`src/hw/rtl/nv3_pkg.sv`:
```
package nv3_pkg;

    // width of one unit-vector component, signed q1.15
    localparam int UNIT_W = 16;
    // quotient bits found by the lane pipeline
    localparam int QUOT_W = 16;
    // extra comparison headroom above the squared sum
    localparam int CMP_EXTRA = 34;

    localparam logic [UNIT_W-1:0] UNIT_MAX = 16'h7fff;

    // what one lane hands to the merge stage
    typedef struct packed {
        logic              neg;
        logic [QUOT_W-1:0] mag;
    } nv3_lane_res_t;

endpackage

```
`src/hw/rtl/nv3_prep.sv`:
```
module nv3_prep
    import nv3_pkg::*;
#(
    parameter int COMP_WIDTH = 16
) (
    input  logic                      aclk,
    input  logic                      adv,
    input  logic [COMP_WIDTH-1:0]     comp_x,
    input  logic [COMP_WIDTH-1:0]     comp_y,
    input  logic [COMP_WIDTH-1:0]     comp_z,
    output logic [2*COMP_WIDTH-1:0]   sq_x,
    output logic [2*COMP_WIDTH-1:0]   sq_y,
    output logic [2*COMP_WIDTH-1:0]   sq_z,
    output logic [2:0]                neg,
    output logic [2*COMP_WIDTH-1:0]   sum_sq,
    output logic                      zero_len
);

    localparam int W = COMP_WIDTH;

    logic [W-1:0]   mag_x, mag_y, mag_z;
    logic [2*W-1:0] sqx_reg, sqy_reg, sqz_reg;
    logic [2*W-1:0] sqx2_reg, sqy2_reg, sqz2_reg;
    logic [2:0]     neg_reg, neg2_reg;
    logic [2*W-1:0] sum_reg;
    logic           zero_reg;
    logic [2*W-1:0] sum_next;

    // magnitudes of the two's complement inputs
    assign mag_x = comp_x[W-1] ? (~comp_x + 1'b1) : comp_x;
    assign mag_y = comp_y[W-1] ? (~comp_y + 1'b1) : comp_y;
    assign mag_z = comp_z[W-1] ? (~comp_z + 1'b1) : comp_z;

    // sum of squares stays below 2^(2w)
    assign sum_next = sqx_reg + sqy_reg + sqz_reg;

    // stage one squares, stage two sums
    always_ff @(posedge aclk) begin
        if (adv) begin
            sqx_reg  <= mag_x * mag_x;
            sqy_reg  <= mag_y * mag_y;
            sqz_reg  <= mag_z * mag_z;
            neg_reg  <= {comp_z[W-1], comp_y[W-1], comp_x[W-1]};
            sqx2_reg <= sqx_reg;
            sqy2_reg <= sqy_reg;
            sqz2_reg <= sqz_reg;
            neg2_reg <= neg_reg;
            sum_reg  <= sum_next;
            zero_reg <= (sum_next == '0);
        end
    end

    assign sq_x     = sqx2_reg;
    assign sq_y     = sqy2_reg;
    assign sq_z     = sqz2_reg;
    assign neg      = neg2_reg;
    assign sum_sq   = sum_reg;
    assign zero_len = zero_reg;

endmodule

```
`config.mk`:
```
export PLATFORM = sky130hd
export DESIGN_NAME = nv3_prep
export DESIGN_NICKNAME = d
export VERILOG_FILES = /design/src/hw/rtl/nv3_pkg.sv /design/src/hw/rtl/nv3_prep.sv
export SDC_FILE = /design/constraint.sdc
export NUM_CORES = 2
export LEC_CHECK = 0
export BUFFER_PORTS_ARGS = -buffer_cell sky130_fd_sc_hd__clkbuf_2
export CAP_MARGIN = 40
export CORE_ASPECT_RATIO = 1.5
export CORE_MARGIN = 2
export CORE_UTILIZATION = 37
export CTS_CLUSTER_SIZE = 8
export DETAILED_ROUTE_END_ITERATION = 10
export GPL_TIMING_DRIVEN = 0
export PLACE_DENSITY = 0.64
export SYNTH_ARGS = -nofsm -noshare
export SYNTH_HDL_FRONTEND = slang
export SYNTH_SLANG_ARGS = --single-unit
```
`constraint.sdc`:
```
create_clock -name aclk -period 12.58 [get_ports aclk]
set_input_delay 0 -clock aclk [delete_from_list [all_inputs] [get_ports aclk]]
set_output_delay 0 -clock aclk [all_outputs]
set_load 0.01 [all_outputs]
```
==> impl_metrics.yaml <==
yosys:
  synth-seq-area-share: 0.220
  yosys_warnings: 0
  ys_types: 72
  synthArstFlopShare: 0
  synth_edf_count: 225
  ys_seq_elements: 225
  yosys_most_used_dff: "edfxtp_1"
  syn_area_um2: 30700
  syn_avg_cell_area_um2: 10.2
  syn-instance-count: 3011
run:
  max_cap_violations: 0
grt:
  grt_pass1_vias: 22900
  grt_max_degree: 110
  overflow: 0
  groute.usage.overall: 0.185
  grt_pass1_wl_um: 122000
  antenna_found_initial: 1
sta:
  tightest_slew_ns: 0.885
  skew_ns: 0.0236
  fmax_mhz: 102
  min_period_ns: 9.81
  relSlewSlack: 0.408
  slew_violations: 0
  fin_setup_tns_ns: 0
  fin_crit_sh: 0.780
  setup_viol: 0
  finalHoldViolations: 0
  grt_setup_unrepaired: "false"
detailed_routing:
  wl_per_cell_um: 17.8
  initialDrtViolationCount: 986
  ant_nets: 0
  dr.pass1.iters: 7
  vias: 21700
  wl_um: 77200
  post-route-drc-count: 0
  viasPerCell: 5.00
place:
  dpl.cell_count: 4291
  numPortBuffers: 178
  place_hpwl_um: 66500
  place.gp.congestion: 0.906
final_layout:
  fin_cells: 4343
  register_area_um2: 6760
  n_antenna_cell: 0
  largest_reg_flops: 32
  area_growth_pct: 11.5
  final_util: 0.416
  fin_nets: 4177
  layout-drive-gt1-share: 0.0810
  final_common_cell: "inv_1"
  final_cell_mix: "699 x inv_1, 521 x fa_1, 319 x ha_1"
  num-fill-cells: 7953
  multi_input_area_um2: 21200
worst_setup_path:
  rr_endpoint: "zero_len"
  critPathArrivalTime_ns: 10.02
  ff2ff_setup_slack_ns: 7.40
  reg2reg_from: "sqx_reg[7]"
  critical-path-max-stage-delay_ns: 0.67
  critPathCaptureType: "register"
  critPathRequiredTime_ns: 12.79
  crit_type: "in -> reg"
  crit_slowest_cell: "xor2_1"
  path_common_cell: "fa_1"
  worstPathMaxFanout: 10
  crit_path_start_kind: "primary input"
  r2r_cells: 11
hold_path:
  hold_end: "neg_reg[2]"
  min_path_type: "in -> reg"
  worstHoldStart: "comp_z[15]"
  whs_path_depth: 2
cts:
  clock_latency_ns: 0.53
  cts_tree: "yes"
  numClockSinks: 225
  cts_root_buf: "clkbuf_16"
  cts_max_path_buffers: 3
  cts_buffers: 35
  clk_transition_reported_paths_ns: 0.04
  htree_levels: 2
die:
  die_x_um: 239
  io_pins: 182
  rows: 129
  dieArea_um2: 85400
  core_area_um2: 82300
  start_util: 0.373
  fp.dieH_um: 357
status:
  outcome: "finished clean"
synthesized netlist by cell type (19+ instances only):
cell type,count,area (um2)
a211oi_1,20,150
a21o_1,51,383
a21oi_1,102,510
clkbuf_1,46,173
edfxtp_1,225,6760
fa_1,521,10400
ha_1,319,3990
inv_1,699,2620
nand2_1,246,923
nand2b_1,19,119
nand3_1,25,125
nor2_1,233,875
nor3_1,31,155
o21ai_0,71,355
o31ai_1,21,158
xnor2_1,102,893
xor2_1,55,482
worst max-delay path: cells and delay by family:
kind | cells | cell delay [ns]
AO/OA/AOI/OAI | 8 | 1.77
adder cells (fa/ha/maj) | 8 | 3.61
AND/OR/NAND/NOR | 4 | 1.03
XOR/XNOR | 2 | 1.33
buffers and inverters | 8 | 2.26
worst max-delay path by stage:
stage	startpoint	end	slack, ns
final	comp_y[0]	sqy_reg[29]	2.77
after global routing	comp_y[0]	sqy_reg[29]	2.06
after detailed placement	comp_y[0]	sqy_reg[29]	2.81
after CTS	comp_y[0]	sqy_reg[29]	2.76
after floorplan	comp_x[4]	sqx_reg[29]	4.84
after global placement	comp_x[0]	sqx_reg[29]	2.54
timing repair:
item	4_1_cts	5_1_grt
hold endpoints to repair	38	0
hold buffers	7	0
gates resized for setup	0	0
setup buffers	0	0
stage by stage:
| step | cell area, um2 | hold slack, ns | setup WS, ns |
|---|---|---|---|
| floorplan | 30900 | 0.0989 | 4.84 |
| global placement | 33100 | 0.273 | 2.54 |
| detailed placement | 33300 | 0.264 | 2.81 |
| CTS | 34300 | 0.268 | 2.76 |
| global route | 34300 | 0.270 | 2.06 |
| finish | 34300 | 0.265 | 2.77 |
cell type report:
class | count | share of cell area
Buffer | 53 | 0.00664
Clock buffer | 37 | 0.0258
Clock inverter | 8 | 0.00226
Inverter | 720 | 0.0788
Multi-Input combinational cell | 2050 | 0.618
Sequential cell | 225 | 0.197
Tap cell | 1048 | 0.0382
Timing Repair Buffer | 202 | 0.0332
per-layer routing:
metal / track usage / share of wire / up-vias
li1: - / - / 10100
met1: 0.209 / 0.37 / 10800
met2: 0.345 / 0.53 / 624
met3: 0.0227 / 0.051 / 169
met4: 0.0846 / 0.050 / 0
met5: 0 / 0 / -
cells by family after synthesis:
group	share of synthesized area
adders and majority gates	0.469
buffers and inverters	0.0953
and+or+nand+nor	0.0922
AOI/OAI and AO/OA	0.0769
DFF	0.220
xor gates and xnor gates	0.0453
muxes	0.000977
other	0.000244
Power is not shown: default switching activity piles up to over one toggle a cycle in this logic, so the estimate is an artifact.
