**src/hw/rtl/nv3_pkg.sv**
```systemverilog
package nv3_pkg;

    // width of one unit-vector component, signed q1.15
    localparam int UNIT_W = 16;
    // quotient bits found by the lane pipeline
    localparam int QUOT_W = 16;
    // extra comparison headroom above the squared sum
    localparam int CMP_EXTRA = 34;

    localparam logic [UNIT_W-1:0] UNIT_MAX = 16'h7fff;

    // what one lane hands to the merge stage
    typedef struct packed {
        logic              neg;
        logic [QUOT_W-1:0] mag;
    } nv3_lane_res_t;

endpackage

```
**src/hw/rtl/nv3_merge.sv**
```systemverilog
module nv3_merge
    import nv3_pkg::*;
(
    input  logic            aclk,
    input  logic            aresetn,
    input  logic            adv,
    input  logic            in_valid,
    input  logic            zero_len,
    input  nv3_lane_res_t   res_x,
    input  nv3_lane_res_t   res_y,
    input  nv3_lane_res_t   res_z,
    output logic            out_valid,
    output logic [3*UNIT_W-1:0] out_data,
    output logic            out_zero
);

    logic                    valid_reg;
    logic [3*UNIT_W-1:0]     data_reg;
    logic                    zero_reg;
    logic [UNIT_W-1:0]       ux, uy, uz;

    // signed q1.15 with +1.0 saturated
    function automatic logic [UNIT_W-1:0] to_q15(nv3_lane_res_t r, logic zl);
        logic [UNIT_W-1:0] v;
        if (zl) begin
            v = '0;
        end else if (r.neg) begin
            v = UNIT_W'(~r.mag + 1'b1);
        end else if (r.mag[QUOT_W-1]) begin
            v = UNIT_MAX;
        end else begin
            v = UNIT_W'(r.mag);
        end
        return v;
    endfunction

    assign ux = to_q15(res_x, zero_len);
    assign uy = to_q15(res_y, zero_len);
    assign uz = to_q15(res_z, zero_len);

    // output register
    always_ff @(posedge aclk) begin
        if (!aresetn) begin
            valid_reg <= 1'b0;
        end else if (adv) begin
            valid_reg <= in_valid;
        end
        if (adv) begin
            data_reg <= {uz, uy, ux};
            zero_reg <= zero_len;
        end
    end

    assign out_valid = valid_reg;
    assign out_data  = data_reg;
    assign out_zero  = zero_reg;

endmodule

```
**config.mk**
```make
export PLATFORM = sky130hd
export DESIGN_NAME = nv3_merge
export DESIGN_NICKNAME = d
export VERILOG_FILES = /design/src/hw/rtl/nv3_pkg.sv /design/src/hw/rtl/nv3_merge.sv
export SDC_FILE = /design/constraint.sdc
export NUM_CORES = 1
export LEC_CHECK = 0
export ABC_AREA = 1
export BUFFER_PORTS_ARGS = -buffer_cell sky130_fd_sc_hd__buf_2
export CAP_MARGIN = 20
export CELL_PAD_IN_SITES_DETAIL_PLACEMENT = 1
export CELL_PAD_IN_SITES_GLOBAL_PLACEMENT = 2
export CORE_ASPECT_RATIO = 1.2
export CORE_MARGIN = 10
export CORE_UTILIZATION = 28
export DETAILED_ROUTE_END_ITERATION = 6
export PLACE_DENSITY_LB_ADDON = 0.1
export SYNTH_ARGS = -nofsm -noshare
export SYNTH_HDL_FRONTEND = slang
export SYNTH_SLANG_ARGS = --single-unit
```
**constraint.sdc**
```tcl
create_clock -name aclk -period 1.55 [get_ports aclk]
set_clock_uncertainty 0.2 [all_clocks]
set_input_delay 0.155 -clock aclk [delete_from_list [all_inputs] [get_ports aclk]]
set_output_delay 0.155 -clock aclk [all_outputs]
set_load 0.02 [all_outputs]
```
==> impl_metrics.env, run 1 <==
export IMPL_grt_usage=0.133
export IMPL_fmax_mhz=682
export IMPL_finalHoldViolCount=0
export IMPL_drc=0
export IMPL_area_growth_pct=31.9
export IMPL_ant_nets=0
export IMPL_yosys_top_cells_area="edfxtp_1 (47%), nand2_1 (8.6%), nor2_1 (8.1%)"
export IMPL_synth_top_cell_area_share=0.473
export IMPL_grt_pass1_vias=3426
export IMPL_cap_violations=0
export IMPL_initial_utilization=0.285
export IMPL_routed_wirelength_um=10400
export IMPL_p_leak_nw=1.93
export IMPL_clk_pin_slew_ns=0.07
export IMPL_yosys_top_cells_count="nand2_1 (71), nor2_1 (67), inv_1 (53)"
export IMPL_die_h_um=135
export IMPL_drive_gt1_frac=0.292
export IMPL_powerDensity_nw_per_um2=872
export IMPL_hold_class="in -> reg"
export IMPL_vias_per_cell=4.74
export IMPL_hold_end="out_data[38]$_SDFFCE_PP0P_"
export IMPL_place_hpwl_um=8270
export IMPL_cts_buffers=5
export IMPL_drv_slew=0
export IMPL_critical_path_arrival_ns=1.45
export IMPL_synth_area_per_cell_um2=7.80
export IMPL_rsz0062_at_grt="false"
export IMPL_htree_levels=2
export IMPL_clockBufferDepth=2
export IMPL_insertion_delay_ns=0.29
export IMPL_synth_cell_types=25
export IMPL_gp_congestion=0.775
export IMPL_cts_root_buf="clkbuf_16"
export IMPL_setup_viol=0
export IMPL_r2r_start="out_valid$_SDFFE_PN0P_"
export IMPL_rows=42
export IMPL_antenna_found_initial=0
export IMPL_ioPinCount=106
export IMPL_async_reset_ff_frac=0
export IMPL_hold_path_depth=3
export IMPL_worstHoldStart="res_z[6]"
export IMPL_r2r_cells=3
export IMPL_cts_tree="done"
export IMPL_grt_pass1_wl_um=16800
export IMPL_slew_limit_headroom=0.714
export IMPL_synth_top_area_cell="edfxtp_1"
export IMPL_synth_fp_nets=458
export IMPL_r2r_end="out_valid$_SDFFE_PN0P_"
export IMPL_r2r_slack_ns=0.16
export IMPL_die_w_um=116
export IMPL_path_class="in -> reg"
export IMPL_status="finished clean"
export IMPL_portBuffers=105
export IMPL_vias=3124
export IMPL_first_pass_iters=4
export IMPL_cts_sinks=50
export IMPL_nets=585
export IMPL_antennaDiodeCount=0
export IMPL_wl_per_cell_um=15.7
export IMPL_synth_seq_cells=50
export IMPL_yosysMostFrequentCell="nand2_1"
export IMPL_netlist_area_um2=3110
export IMPL_synth_edf_count=49
export IMPL_ir_drop_mv=0.459
export IMPL_worst_slack_ns=0.0839
export IMPL_grt_overflow_total=0
export IMPL_path_max_fanout=1
export IMPL_required_ns=1.54
export IMPL_fin_crit_sh=0.946
export IMPL_place_ws_ns=-0.0798
export IMPL_yosysSeqAreaShare=0.479
export IMPL_synth_warnings=0
export IMPL_fin_crit_ns=1.47
export IMPL_detailedRoute_firstIterationViolations=83
export IMPL_synthCells=399
export IMPL_end_kind="flip-flop"
export IMPL_finalInstanceArea_um2=4110
export IMPL_critPathLaunchType="input pin"
export IMPL_core_area_um2=10900
export IMPL_grt_max_degree=44
export IMPL_post_dp_cell_area_um2=3940
export IMPL_dieArea_um2=15700
export IMPL_synth_ff_type="edfxtp_1"
export IMPL_power_w=0.00358
export IMPL_worst_pin_slew_ns=0.425
-- what timing repair did --
action,4_1_cts,5_1_grt
hold endpoints to repair,1,0
resized for setup,0,0
setup buffers,0,0
hold buffers,2,0
-- through the flow --
step | hold WS, ns | util | setup TNS, ns | instances
6_report | 0.0352 | 0.376 | 0 | 659
5_1_grt | 0.0391 | 0.376 | 0 | 659
4_1_cts | 0.0301 | 0.376 | 0 | 659
3_5_place_dp | 0.206 | 0.361 | -0.829 | 649
3_3_place_gp | 0.189 | 0.361 | -0.372 | 649
2_1_floorplan | 0.0485 | - | 0 | 399
-- power by group --
group          total, W  internal, W  leakage [nW]  switching, W
combinational  0.000826     0.000289          1.38      0.000537
clock           0.00110     0.000592        0.0672      0.000513
sequential      0.00165      0.00162         0.482     0.0000292
total           0.00358      0.00250          1.93       0.00108
-- layout by cell type, fill, tap and decap left out, types with 9 or more instances in the layout --
cell type    n
o21ai_0     33
nand2_1     71
nand3_1     36
a21oi_1     32
a31oi_1      9
inv_1       53
nand4_1      9
edfxtp_1    49
nor2_1      67
buf_2      105
buf_4       22
-- registers in the layout, summed over array words and instances (netlist names) --
signal and cells:
out_data 48, out_valid 1, out_zero 1
-- layout make-up --
class	count	area, um2
Timing Repair Buffer	131	751
Clock buffer	5	125
Multi-Input combinational cell	282	1350
Clock inverter	3	16.3
Tap cell	132	165
Sequential cell	50	1490
Fill cell	1367	6830
Inverter	56	210
-- cell families after synthesis --
group / after synthesis / share of synthesized area
buffers and inverters: 67 / 0.0881
flip-flops: 50 / 0.479
AND/OR/NAND/NOR: 199 / 0.279
adder cells (fa/ha/maj): 3 / 0.0121
AO/OA/AOI/OAI: 80 / 0.142
-- critical path: stages --
cell and delay (ns):
dlygate4sd3_1 0.53, buf_2 0.12, inv_1 0.04, a21oi_1 0.05, dlygate4sd3_1 0.56
-- routing by layer --
metal,global-route usage,part of all wire,wire [um]
met5,0,0,0
met4,0.0334,0.0049,51
met3,0.0297,0.049,512
met2,0.242,0.52,5430
met1,0.150,0.42,4370
-- how the worst max path moves through the flow --
stage | start | slack, ns | end
global placement | res_y[0] | -0.06 | out_data[27]$_SDFFCE_PP0P_
global route | in_valid | 0.05 | out_valid$_SDFFE_PN0P_
finish | in_valid | 0.08 | out_valid$_SDFFE_PN0P_
detailed placement | res_x[0] | -0.08 | out_data[14]$_SDFFCE_PP0P_
floorplan | res_x[0] | 0.18 | out_data[8]$_SDFFCE_PP0P_
CTS | in_valid | 0.1 | out_valid$_SDFFE_PN0P_
Power figures use the tool's default switching activity.
==> run 2: changes to the inputs <==
--- a/config.mk
+++ b/config.mk
@@ -8,13 +8,11 @@
 export ABC_AREA = 1
 export BUFFER_PORTS_ARGS = -buffer_cell sky130_fd_sc_hd__buf_2
 export CAP_MARGIN = 20
-export CELL_PAD_IN_SITES_DETAIL_PLACEMENT = 1
-export CELL_PAD_IN_SITES_GLOBAL_PLACEMENT = 2
 export CORE_ASPECT_RATIO = 1.2
 export CORE_MARGIN = 10
-export CORE_UTILIZATION = 28
+export CORE_UTILIZATION = 40
 export DETAILED_ROUTE_END_ITERATION = 6
-export PLACE_DENSITY_LB_ADDON = 0.1
+export PLACE_DENSITY = 0.66
 export SYNTH_ARGS = -nofsm -noshare
 export SYNTH_HDL_FRONTEND = slang
 export SYNTH_SLANG_ARGS = --single-unit
==> run 2 against run 1 <==
Critical path depth is the same. Clock power shrank 32%. Cell count shrank 7.9%. Largest cell class unchanged. Largest power group unchanged.
==> impl_metrics.env, run 2 (synthesis gave the netlist of run 1 again) <==
export IMPL_die_w_um=101
export IMPL_clk_pin_slew_ns=0.09
export IMPL_insertion_delay_ns=0.29
export IMPL_cts_setup_buffers=0
export IMPL_worst_pin_slew_ns=0.400
export IMPL_cts_sinks=50
export IMPL_cp_common_cell="dlygate4sd3_1"
export IMPL_end_kind="flip-flop"
export IMPL_drv_slew=0
export IMPL_final_util=0.512
export IMPL_drive_gt1_frac=0.274
export IMPL_final_cell_mix="buf_2 (105), nand2_1 (71), nor2_1 (67)"
export IMPL_dieArea_um2=11700
export IMPL_routed_wirelength_um=8340
export IMPL_initial_utilization=0.408
export IMPL_power_w=0.00317
export IMPL_hold_class="in -> reg"
export IMPL_r2r_start="out_valid$_SDFFE_PN0P_"
export IMPL_place_hpwl_um=6490
export IMPL_fin_crit_sh=0.946
export IMPL_multi_input_area_um2=1350
export IMPL_critical_path_arrival_ns=1.45
export IMPL_worstHoldStart="res_z[4]"
export IMPL_ioPinCount=106
export IMPL_cts_tree="done"
export IMPL_nets=573
export IMPL_crit_buf_inv=4
export IMPL_vias=3009
export IMPL_required_ns=1.54
export IMPL_n_fill_cell=770
export IMPL_die_h_um=117
export IMPL_p_leak_nw=1.84
export IMPL_path_class="in -> reg"
export IMPL_place_ws_ns=-0.0700
export IMPL_path_max_fanout=1
export IMPL_wl_per_cell_um=13.7
export IMPL_htree_levels=2
export IMPL_ir_drop_mv=0.432
export IMPL_antenna_found_initial=0
export IMPL_gp_congestion=0.847
export IMPL_portBuffers=105
export IMPL_vias_per_cell=4.96
export IMPL_fin_crit_ns=1.47
export IMPL_first_pass_iters=4
export IMPL_cap_violations=0
export IMPL_finalHoldViolCount=0
export IMPL_crit_start="in_valid"
export IMPL_cp_slowest_cell="dlygate4sd3_1"
export IMPL_max_stage_delay_ns=0.56
export IMPL_drc=0
export IMPL_setup_viol=0
export IMPL_worst_slack_ns=0.0839
export IMPL_final_common_cell="buf_2"
export IMPL_cts_buffers=5
export IMPL_detailedRoute_firstIterationViolations=120
export IMPL_grt_max_degree=52
export IMPL_seqCellArea_um2=1490
export IMPL_antennaDiodeCount=0
export IMPL_grt_pass1_wl_um=13900
export IMPL_area_growth_pct=25.5
export IMPL_status="finished clean"
export IMPL_path_cells="dlygate4sd3_1 > buf_2 > inv_1 > a21oi_1 > dlygate4sd3_1"
export IMPL_ant_nets=0
export IMPL_slew_limit_headroom=0.731
export IMPL_rows=35
export IMPL_grt_pass1_vias=3036
export IMPL_rsz0062_at_grt="false"
export IMPL_grt_overflow_total=0
export IMPL_powerDensity_nw_per_um2=812
export IMPL_fmax_mhz=682
export IMPL_critPathLaunchType="input pin"
export IMPL_clockBufferDepth=2
export IMPL_largest_reg_flops=48
export IMPL_core_area_um2=7620
export IMPL_fin_hold_ws_ns=0.0291
export IMPL_grt_usage=0.144
export IMPL_cts_root_buf="clkbuf_8"
export IMPL_cp_top_family="buffers and inverters"
[run 2: worst paths after layout]
path / endpoint / slack, ns / depth (start not counted)
worst max register to register: out_valid$_SDFFE_PN0P_ / 0.16 / 3
worst min register to register: out_valid$_SDFFE_PN0P_ / 0.91 / 3
worst max-delay path: out_valid$_SDFFE_PN0P_ / 0.08 / 5
worst min-delay path: out_data[36]$_SDFFCE_PP0P_ / 0.03 / 3
[run 2: area by class of cell]
type	count	share of cell area
Clock buffer	6	0.0186
Clock inverter	2	0.00224
Inverter	56	0.0538
Multi-Input combinational cell	282	0.345
Sequential cell	50	0.382
Tap cell	92	0.0295
Timing Repair Buffer	119	0.169
[run 2: what timing repair did]
action                                  in CTS  in global routing
hold buffers                                 2                  0
endpoints found under the setup margin       0                  0
hold endpoints to repair                     1                  0
gates resized for setup                      0                  0
[run 2: power breakdown]
part	switching [W]	internal (W)
logic	0.000510	0.000269
clock network	0.000436	0.000312
registers	0.0000272	0.00162
[run 2: stage by stage]
stage	cell area (um2)	setup TNS [ns]	instances
CTS	3910	0	607
detailed placement	3800	-0.299	597
finish	3910	0	607
global placement	3800	-0.0648	597
floorplan	3110	0	399
global route	3910	0	607
[run 2: worst register-to-register path: stages, from the launching register on]
cell           delay (ns)
dfxtp_1              0.32
o21ai_0              0.16
a21oi_1              0.06
dlygate4sd3_1        0.56
[run 2: metal layers]
metal,up-vias,global-route usage,routed length (um)
met2,82,0.260,4240
met3,8,0.0414,556
li1,1571,-,-
met1,1348,0.161,3460
met4,0,0.0377,85
met5,-,0,0
